File: src/rsame_pkg.sv
// Shared types and constants for the RSA modular exponentiation engine.
// No dependencies; imported by rsame_mmul and rsa_modular_exponentiation.
package rsame_pkg;

    localparam int DATA_W    = 32;          // width of value, result and exponents
    localparam int MOD_W     = 32;          // modulus bits in use
    localparam int EXT_W     = MOD_W + 3;   // signed room for 2P + b - 2n
    localparam int CNT_W     = $clog2(DATA_W);
    localparam int CFG_IDX_W = 2;

    localparam logic [CFG_IDX_W-1:0] CFG_MODULUS = 2'd0;
    localparam logic [CFG_IDX_W-1:0] CFG_PUB_EXP = 2'd1;
    localparam logic [CFG_IDX_W-1:0] CFG_PRV_EXP = 2'd2;

    localparam logic FUNC_ENC = 1'b0;
    localparam logic FUNC_DEC = 1'b1;

    localparam logic ST_OK    = 1'b0;
    localparam logic ST_RANGE = 1'b1;

    typedef enum logic [2:0] {
        S_IDLE,
        S_RED,
        S_STEP,
        S_MACC,
        S_MSQ,
        S_DONE
    } t_state;

    typedef enum logic [1:0] {
        MM_IDLE,
        MM_SETUP,
        MM_RUN
    } t_mm_state;

endpackage

File: src/rsame_mmul.sv
// Bit-serial interleaved modular multiplier: p = a * b mod n, a scanned MSB first.
// Depends on rsame_pkg. Needs b < n + 2; result is below n.
module rsame_mmul import rsame_pkg::*; (
    input  logic             i_clk,
    input  logic             i_rst_n,
    input  logic             i_start,
    input  logic [DATA_W-1:0] i_a,
    input  logic [MOD_W-1:0]  i_b,
    input  logic [MOD_W-1:0]  i_n,
    output logic             o_done,
    output logic [MOD_W-1:0]  o_p
);

    t_mm_state r_state, n_state;
    logic [CNT_W-1:0] r_cnt;
    logic r_done, n_done;

    logic [DATA_W-1:0] r_a;
    logic [MOD_W-1:0]  r_b, r_n, r_p;
    logic signed [EXT_W-1:0] r_b1, r_b2, r_z1, r_z2;

    logic signed [EXT_W-1:0] b_ext, n_ext, p2, add0, add1, add2, c0, c1, c2;
    logic [MOD_W-1:0] p_next;

    assign b_ext = EXT_W'(r_b);
    assign n_ext = EXT_W'(r_n);

    // One step: 2P + a_i*b, then take off 0, n or 2n, whichever leaves it in [0, n)
    assign p2   = EXT_W'(r_p) <<< 1;
    assign add0 = r_a[DATA_W-1] ? b_ext : '0;
    assign add1 = r_a[DATA_W-1] ? r_b1 : r_z1;
    assign add2 = r_a[DATA_W-1] ? r_b2 : r_z2;
    assign c0   = p2 + add0;
    assign c1   = p2 + add1;
    assign c2   = p2 + add2;

    always_comb begin
        if (!c2[EXT_W-1]) begin
            p_next = c2[MOD_W-1:0];
        end else if (!c1[EXT_W-1]) begin
            p_next = c1[MOD_W-1:0];
        end else begin
            p_next = c0[MOD_W-1:0];
        end
    end

    always_comb begin
        n_state = r_state;
        n_done  = 1'b0;
        case (r_state)
            MM_IDLE: begin
                if (i_start) begin
                    n_state = MM_SETUP;
                end
            end
            MM_SETUP: begin
                n_state = MM_RUN;
            end
            MM_RUN: begin
                if (r_cnt == CNT_W'(DATA_W - 1)) begin
                    n_state = MM_IDLE;
                    n_done  = 1'b1;
                end
            end
            default: begin
                n_state = MM_IDLE;
            end
        endcase
    end

    always_ff @(posedge i_clk) begin
        if (!i_rst_n) begin
            r_state <= MM_IDLE;
            r_done  <= 1'b0;
        end else begin
            r_state <= n_state;
            r_done  <= n_done;
        end
    end

    always_ff @(posedge i_clk) begin
        case (r_state)
            MM_IDLE: begin
                r_a   <= i_a;
                r_b   <= i_b;
                r_n   <= i_n;
                r_p   <= '0;
                r_cnt <= '0;
            end
            MM_SETUP: begin
                r_b1 <= b_ext - n_ext;
                r_b2 <= b_ext - (n_ext <<< 1);
                r_z1 <= -n_ext;
                r_z2 <= -(n_ext <<< 1);
            end
            MM_RUN: begin
                r_p   <= p_next;
                r_a   <= {r_a[DATA_W-2:0], 1'b0};
                r_cnt <= r_cnt + CNT_W'(1);
            end
            default: begin
                r_p <= r_p;
            end
        endcase
    end

    assign o_done = r_done;
    assign o_p    = r_p;

endmodule

File: src/rsa_modular_exponentiation.sv
// Top level of the RSA engine: configuration, square-and-multiply sequencer, output register.
// Depends on rsame_pkg and rsame_mmul.
//
//  channel | signals                               | request
//  --------+---------------------------------------+------------------------------
//  cfg     | i_cfg_we, i_cfg_index, i_cfg_data     | register write, no wait
//  in      | i_in_valid/o_in_ready, i_func, i_value| one encrypt or decrypt
//  out     | o_out_valid/i_out_ready, o_result,    | one result per request
//          | o_status                              |
//
// One request at a time. Each modular multiply in the shared bit-serial unit runs its start,
// a setup step, one step per value bit and the hand-back of the product; a request costs
// one reduction plus one square per exponent bit below its top set bit and one multiply per
// set bit. Rejected requests and a zero modulus skip the multiplier and go straight to
// S_DONE. Reset is synchronous, active low, and loads the register defaults. A new request
// is taken while a result still waits.
module rsa_modular_exponentiation import rsame_pkg::*; (
    input  logic                 i_clk,
    input  logic                 i_rst_n,
    input  logic                 i_cfg_we,
    input  logic [CFG_IDX_W-1:0] i_cfg_index,
    input  logic [DATA_W-1:0]    i_cfg_data,
    input  logic                 i_in_valid,
    output logic                 o_in_ready,
    input  logic                 i_func,
    input  logic [DATA_W-1:0]    i_value,
    output logic                 o_out_valid,
    input  logic                 i_out_ready,
    output logic [DATA_W-1:0]    o_result,
    output logic                 o_status
);

    t_state r_state, n_state;

    logic [DATA_W-1:0] r_modulus, r_pub, r_priv;
    logic [DATA_W-1:0] r_exp, n_exp;
    logic [MOD_W-1:0]  r_n, n_n, r_acc, n_acc, r_sq, n_sq;
    logic              r_stat, n_stat;
    logic              r_out_valid, n_out_valid;
    logic [DATA_W-1:0] r_result, n_result;
    logic              r_status, n_status;

    logic              mm_start, mm_done;
    logic [DATA_W-1:0] mm_a;
    logic [MOD_W-1:0]  mm_b, mm_p;
    logic [MOD_W-1:0]  cfg_n;

    assign cfg_n = r_modulus[MOD_W-1:0];

    // the unit latches its modulus on the start cycle, so it takes the incoming one
    rsame_mmul u_mmul (
        .i_clk   (i_clk),
        .i_rst_n (i_rst_n),
        .i_start (mm_start),
        .i_a     (mm_a),
        .i_b     (mm_b),
        .i_n     (n_n),
        .o_done  (mm_done),
        .o_p     (mm_p)
    );

    // Configuration registers
    always_ff @(posedge i_clk) begin
        if (!i_rst_n) begin
            r_modulus <= DATA_W'(2);
            r_pub     <= DATA_W'(65537);
            r_priv    <= DATA_W'(1);
        end else if (i_cfg_we) begin
            case (i_cfg_index)
                CFG_MODULUS: r_modulus <= i_cfg_data;
                CFG_PUB_EXP: r_pub     <= i_cfg_data;
                CFG_PRV_EXP: r_priv    <= i_cfg_data;
                default:     r_modulus <= r_modulus;
            endcase
        end
    end

    always_comb begin
        n_state     = r_state;
        n_exp       = r_exp;
        n_n         = r_n;
        n_acc       = r_acc;
        n_sq        = r_sq;
        n_stat      = r_stat;
        n_out_valid = r_out_valid;
        n_result    = r_result;
        n_status    = r_status;
        mm_start    = 1'b0;
        mm_a        = '0;
        mm_b        = '0;

        if (r_out_valid && i_out_ready) begin
            n_out_valid = 1'b0;
        end

        case (r_state)
            S_IDLE: begin
                if (i_in_valid) begin
                    n_n    = cfg_n;
                    n_exp  = (i_func == FUNC_DEC) ? r_priv : r_pub;
                    n_acc  = (cfg_n == MOD_W'(1)) ? '0 : MOD_W'(1);
                    n_stat = ST_OK;
                    if (i_func == FUNC_ENC && i_value >= DATA_W'(cfg_n)) begin
                        n_acc   = '0;
                        n_stat  = ST_RANGE;
                        n_state = S_DONE;
                    end else if (cfg_n == '0) begin
                        n_acc   = '0;
                        n_state = S_DONE;
                    end else begin
                        // reduce the base first: value * 1 mod n
                        mm_start = 1'b1;
                        mm_a     = i_value;
                        mm_b     = MOD_W'(1);
                        n_state  = S_RED;
                    end
                end
            end
            S_RED: begin
                if (mm_done) begin
                    n_sq    = mm_p;
                    n_state = S_STEP;
                end
            end
            S_STEP: begin
                if (r_exp == '0) begin
                    n_state = S_DONE;
                end else if (r_exp[0]) begin
                    mm_start = 1'b1;
                    mm_a     = DATA_W'(r_acc);
                    mm_b     = r_sq;
                    n_state  = S_MACC;
                end else begin
                    mm_start = 1'b1;
                    mm_a     = DATA_W'(r_sq);
                    mm_b     = r_sq;
                    n_state  = S_MSQ;
                end
            end
            S_MACC: begin
                if (mm_done) begin
                    n_acc   = mm_p;
                    n_exp   = {r_exp[DATA_W-1:1], 1'b0};
                    n_state = S_STEP;
                end
            end
            S_MSQ: begin
                if (mm_done) begin
                    n_sq    = mm_p;
                    n_exp   = r_exp >> 1;
                    n_state = S_STEP;
                end
            end
            S_DONE: begin
                if (!r_out_valid || i_out_ready) begin
                    n_out_valid = 1'b1;
                    n_result    = DATA_W'(r_acc);
                    n_status    = r_stat;
                    n_state     = S_IDLE;
                end
            end
            default: begin
                n_state = S_IDLE;
            end
        endcase
    end

    always_ff @(posedge i_clk) begin
        if (!i_rst_n) begin
            r_state     <= S_IDLE;
            r_out_valid <= 1'b0;
        end else begin
            r_state     <= n_state;
            r_out_valid <= n_out_valid;
        end
    end

    always_ff @(posedge i_clk) begin
        r_exp    <= n_exp;
        r_n      <= n_n;
        r_acc    <= n_acc;
        r_sq     <= n_sq;
        r_stat   <= n_stat;
        r_result <= n_result;
        r_status <= n_status;
    end

    assign o_in_ready  = (r_state == S_IDLE);
    assign o_out_valid = r_out_valid;
    assign o_result    = r_result;
    assign o_status    = r_status;

`ifndef ASSERT_OFF
    a_done_when_waiting: assert property (@(posedge i_clk) disable iff (!i_rst_n)
        mm_done |-> (r_state == S_RED || r_state == S_MACC || r_state == S_MSQ))
        else $error("multiplier finished with no multiply outstanding");

    a_reject_zero: assert property (@(posedge i_clk) disable iff (!i_rst_n)
        (o_out_valid && o_status == ST_RANGE) |-> (o_result == '0))
        else $error("rejected request carries a non-zero result");

    a_result_reduced: assert property (@(posedge i_clk) disable iff (!i_rst_n)
        (o_out_valid && cfg_n != '0) |-> (o_result < DATA_W'(cfg_n)))
        else $error("result not reduced below the modulus");

    a_start_idle_unit: assert property (@(posedge i_clk) disable iff (!i_rst_n)
        mm_start |=> !mm_start)
        else $error("multiplier started on back-to-back cycles");
`endif

endmodule
File: config.mk
export PLATFORM = sky130hd
export DESIGN_NAME = rsa_modular_exponentiation
export DESIGN_NICKNAME = d
export VERILOG_FILES = /design/src/rsame_pkg.sv /design/src/rsame_mmul.sv /design/src/rsa_modular_exponentiation.sv
export SDC_FILE = /design/constraint.sdc
export NUM_CORES = 1
export LEC_CHECK = 0
export ABC_CLOCK_PERIOD_IN_PS = 9900
export BUFFER_PORTS_ARGS = -buffer_cell sky130_fd_sc_hd__buf_2
export CAP_MARGIN = 30
export CORE_UTILIZATION = 40
export CTS_CLUSTER_DIAMETER = 80
export DETAILED_ROUTE_END_ITERATION = 12
export SYNTH_ARGS = -nofsm -noshare
export SYNTH_HDL_FRONTEND = slang
export SYNTH_SLANG_ARGS = --single-unit
File: constraint.sdc
create_clock -name i_clk -period 9.9 [get_ports i_clk]
set_input_delay 0.495 -clock i_clk [delete_from_list [all_inputs] [get_ports i_clk]]
set_output_delay 0.495 -clock i_clk [all_outputs]
set_load 0.1 [all_outputs]
* Word-level counts from Yosys, hierarchy flattened
Cells that the tools add are included. W data, S select, Z words.
Word-level totals: register bits 538, input bits 72, output and inout port bits 35
Cells by class: bitwise logic cells 2, multiplexer cells 53, magnitude comparators 1, reductions and logical operators 27, add/subtract/negate cells 8, eq/ne operators 18
Operators with widths (count):
- $mux W32 | 16
- $pmux W32 S2 | 5
- $pmux W32 S3 | 1
- $add A34 B35 Y35 | 2
- $mux W35 | 2
- $logic_not A32 Y1 | 2
- $neg A32 Y35 | 1
- $neg A33 Y35 | 1
- $sub A32 B33 Y34 | 1
- $sub A32 B32 Y33 | 1
- $add A32 B32 Y32 | 1
- $eq A32 B1 Y1 const B | 1
- $ge A32 B32 Y1 | 1
- $mux W3 | 7
- $mux W1 | 16
- $reduce_and A2 Y1 | 8
- $pmux W3 S4 | 1
- $pmux W5 S2 | 1
- $ne A2 B1 Y1 const B | 4
- $reduce_and A4 Y1 | 2
- $eq A3 B2 Y1 const B | 2
- $eq A3 B3 Y1 const B | 2
- $ne A2 B2 Y1 const B | 3
- $pmux W2 S3 | 1
- other kinds (18) | 27

* Logic depth before layout (Yosys ltp)
depth in word-level cells 7, depth in mapped cells 20

* By module
From an unflattened synthesis, not the netlist that was laid out.
Unflattened totals: cell total of the unflattened synthesis 3096, area total of the unflattened synthesis 29689.7 um^2
By module, submodules not included:
- rsame_mmul | area each 17448.0 um^2, seq. area each 7116.8 um^2, cells each 1852, instances 1
- rsa_modular_exponentiation | area each 12241.7 um^2, seq. area each 6546.3 um^2, cells each 1244, instances 1

* Least setup slack after synthesis
Ideal clock, no wire load.
path kind flip-flop to flip-flop, start register u_mmul.r_state[0], end register u_mmul.r_b1[0], enable pin, data arrival time 5771 ps, setup slack 3565 ps, cell stages (with the launch flop) 3, data required time 9336 ps, cells stage by stage dfxtp_1 inv_1 nor2_1
On the way: longest elaborated chain between the ends 1
RTL lines:
- start, declared | line rsame_mmul.sv:14 | t_mm_state r_state, n_state;
- start signal, assigned | line rsame_mmul.sv:76 | r_state <= n_state;
- $eq A2 B1 Y1 | line rsame_mmul.sv:82 | case (r_state)
- end signal, assigned | line rsame_mmul.sv:91 | r_b1 <= b_ext - n_ext;
- end, declared | line rsame_mmul.sv:20 | logic signed [EXT_W-1:0] r_b1, r_b2, r_z1, r_z2;
Every way passes these cells. A chain may end at the register's enable or synchronous reset.

* Final worst setup path
start register u_mmul.r_a[31], end register u_mmul.r_p[13], in the netlist u_mmul.o_p[13], data pin
On the way: longest elaborated chain between the ends 5, elaborated cells on any way between the ends 9
RTL lines:
- start, declared | line rsame_mmul.sv:18 | logic [DATA_W-1:0] r_a;
- start signal, assigned | line rsame_mmul.sv:84 | r_a <= i_a;
- start signal, assigned | line rsame_mmul.sv:98 | r_a <= {r_a[DATA_W-2:0], 1'b0};
- $mux W35 / $mux W32 (equally long branches) | line rsame_mmul.sv:31, rsame_mmul.sv:30
- $add A34 B35 Y35 / $add A32 B32 Y32 (equally long branches) | line rsame_mmul.sv:34, rsame_mmul.sv:33
- $mux W32 | line rsame_mmul.sv:40 | end else if (!c1[EXT_W-1]) begin
- $mux W32 (*) | line rsame_mmul.sv:38 | if (!c2[EXT_W-1]) begin
- $pmux W32 S2 (*) | line rsame_mmul.sv:82
- end signal, assigned | line rsame_mmul.sv:97 | r_p <= p_next;
- end signal, assigned | line rsame_mmul.sv:102 | r_p <= r_p;
- end, declared | line rsame_mmul.sv:19 | logic [MOD_W-1:0] r_b, r_n, r_p;
Mark *: on every way between the ends. The rest lies on a longest branch, timed or not.

==> results.sh <==
export IMPL_outcome="complete, no violations"
export IMPL_clk_latency_ns=0.64
export IMPL_finalSetupTns_ns=0
export IMPL_worst_path_buf_inv=3
export IMPL_cts_tree="built"
export IMPL_die_area_mm2=0.0730
export IMPL_cts_made_buffers=53
export IMPL_slowest_stage="edfxtp_1"
export IMPL_synth_cell_types=79
export IMPL_drv_slew=0
export IMPL_num_vias=21600
export IMPL_synth_seq_area_share_pct=47.5
export IMPL_ir_drop_mv=0.145
export IMPL_io_buffers=106
export IMPL_drc_errors=0
export IMPL_synthAdderAreaFrac_pct=8.70
export IMPL_synthSimpleGateAreaFrac_pct=16.2
export IMPL_synth_edf_count=365
export IMPL_ioPinCount=107
export IMPL_firstDrtPassIters=5
export IMPL_synth_top_family_by_area="simple AND/OR/NAND/NOR gates"
export IMPL_synth_top_cell_area_share_pct=38.1
export IMPL_grt_max_degree=66
export IMPL_powerDensity_mw_per_mm2=217
export IMPL_grt_ovfl_total=0
export IMPL_crit_chain="buf_4 > buf_4 > nand2b_1 > nand2_1 > ha_1 > a21o_1 > a21oi_1 > o211ai_1 > or3_1 > o211ai_2 > a41oi_2 > a221o_1 > a211oi_2 > or2_2 > buf_4 > o211ai_1 > o211a_1"
export IMPL_rsz0062_at_grt="false"
export IMPL_yosys_warnings=0
export IMPL_drt_wl_total_um=79900
export IMPL_critPathMostFrequentCell="buf_4"
export IMPL_leakagePower_nw=12.9
export IMPL_fp_coreArea_mm2=0.0706
export IMPL_postCtsHoldBufs=0
export IMPL_synth_ff_type="edfxtp_1"
export IMPL_syn_avg_cell_area_um2=10.1
export IMPL_post_cts_buffers=0
export IMPL_initial_utilization_pct=40.7
export IMPL_h_tree_depth=2
export IMPL_finalHoldViolations=0
export IMPL_layout_common_cells="nand2_1 (437), edfxtp_1 (365), nor2_1 (207)"
export IMPL_crit_required_ns=10.25
export IMPL_synth_area_top_cells="edfxtp_1 (38%), dfxtp_1 (9.4%), ha_1 (8.3%), nand2_1 (5.7%), xnor2_1 (3.5%)"
export IMPL_crit_path_start_kind="flop"
export IMPL_synthArstFlopShare_pct=0
export IMPL_place_congestion=0.937
export IMPL_final_common_cell="nand2_1"
export IMPL_drt_iter0_markers=1899
export IMPL_synth_area_mux_share_pct=4.11
export IMPL_post_route_period_util_pct=57.0
export IMPL_fin_nets=3201
export IMPL_dieWidth_um=270
export IMPL_skew_ns=0.0474
export IMPL_route_antenna_remaining_nets=0
export IMPL_post_dp_hpwl_um=60600
export IMPL_cp_top_family="compound AO/OA/AOI/OAI gates"
export IMPL_wire_per_inst_um=20.4
export IMPL_tightest_slew_ns=1.01
export IMPL_routed_via_density=5.50
export IMPL_crit_type="reg -> reg"
export IMPL_drv_cap=0
export IMPL_synth_compound_area_share_pct=15.4
export IMPL_grt_pass1_vias=21200
export IMPL_ys_ff_latch=500
export IMPL_synth_nets=3130
export IMPL_synth_largest_area_cell="edfxtp_1"
export IMPL_cpPeakStageDelay_ns=0.73
export IMPL_antenna_found_initial=4
export IMPL_postLayoutCellArea_mm2=0.0320
export IMPL_die_h_um=270
export IMPL_grt_pass1_wl_um=122000
export IMPL_end_kind="flop"
export IMPL_placed_cell_area_mm2=0.0303
export IMPL_fin_crit_ns=5.65
export IMPL_setup_viol=0
export IMPL_cts_resized=0
export IMPL_final_util_pct=45.4
export IMPL_path_clk_slew_ns=0.06
export IMPL_max_freq_mhz=177
export IMPL_reg2reg_setup_slack_ns=4.25
export IMPL_post_place_ws_ns=4.30
export IMPL_min_path_type="in -> reg"
export IMPL_cp_max_fo=64
export IMPL_clock_path_buffers=3
export IMPL_arrival_ns=5.99
export IMPL_synthToLayoutAreaGrowth_pct=11.4
export IMPL_synth_xor_xnor_area_share_pct=4.78
export IMPL_core_rowCount=97
export IMPL_syn_inst=2861
export IMPL_syn_area_mm2=0.0288
export IMPL_drive_gt1_share_pct=11.4
export IMPL_clock_sinks=500
export IMPL_root_buffer="clkbuf_16"
export IMPL_grt_total_usage_pct=21.5
export IMPL_finalWorstSetupSlack_ns=4.25
export IMPL_slew_headroom_pct=31.6
[worst min-delay path: cells and delay by family]
kind	cells	cell delay (ns)
AND/OR/NAND/NOR	2	0.12
buffers and inverters	1	0.10
[per-layer routing]
metal / GRT usage [%] / vias up / routed length [µm]
met3: 2.63 / 119 / 4520
met4: 5.72 / 4 / 1970
met1: 30.3 / 10400 / 37100
met2: 34.8 / 657 / 36400
li1: - / 10400 / -
met5: 0 / - / 19
[synth_stat cells, types with 36 or more instances]
cell type and number:
a21boi_0 101, a21o_1 68, a21oi_1 139, a221oi_1 36
and2_1 102, clkbuf_1 103, dfxtp_1 135, edfxtp_1 365
ha_1 192, inv_1 123, mux2_2 66, mux2i_1 41
nand2_1 438, nand2b_1 51, nand3_1 36, nor2_1 211
nor3_1 36, o21ai_0 122, xnor2_1 114, xor2_1 43
[cells by family (layout without fill, tap and decap cells)]
kind of cell / count (synthesis) / count (layout)
flip-flops: 500 / 500
multiplexers: 109 / 109
AO/OA/AOI/OAI: 646 / 646
AND/OR/NAND/NOR: 1011 / 1011
buffers and inverters: 241 / 355
adder cells (fa/ha/maj): 197 / 197
XOR/XNOR: 157 / 157
other: 0 / 2
[final timing paths]
kind             startpoint              to  depth (start not counted)
max          u_mmul.r_a[31]  u_mmul.o_p[13]                         17
max reg2reg  u_mmul.r_a[31]  u_mmul.o_p[13]                         17
min          i_cfg_data[16]       r_pub[16]                          3
min reg2reg          r_stat        o_status                          0
[power by group]
group | leakage (nW) | switching (W) | internal [W]
clock network | 0.835 | 0.000861 | 0.00109
logic | 7.28 | 0.00136 | 0.000867
registers | 4.77 | 0.000202 | 0.00257
[metrics by stage]
step | instances | power, W | hold slack (ns)
after floorplan | 2861 | 0.00439 | 0.400
after global routing | 3915 | 0.00731 | 0.126
final | 3917 | 0.00695 | 0.119
after detailed placement | 3817 | 0.00501 | 0.416
after CTS | 3915 | 0.00697 | 0.0840
after global placement | 3816 | 0.00497 | 0.423
[final cells by class]
| cell class | count | area (µm²) |
|---|---|---|
| Antenna cell | 2 | 5.00 |
| Tap cell | 940 | 1180 |
| Clock buffer | 69 | 1450 |
| Timing Repair Buffer | 134 | 761 |
| Clock inverter | 29 | 274 |
| Inverter | 123 | 463 |
| Fill cell | 6653 | 38600 |
| Sequential cell | 500 | 13700 |
| Multi-Input combinational cell | 2120 | 14300 |
[flip-flops by register name, indices dropped and copies added, names as in the netlist, 5 cells and up]
signal / count
u_mmul.r_b1: 33
cfg_n: 32
u_mmul.r_n: 32
u_mmul.r_b2: 34
r_sq: 32
r_n: 32
r_acc: 32
u_mmul.r_z2: 33
u_mmul.r_b: 32
u_mmul.r_a: 32
u_mmul.r_cnt: 5
r_priv: 32
u_mmul.o_p: 32
r_exp: 32
r_pub: 32
o_result: 32
(Power assumes the default switching activity.)
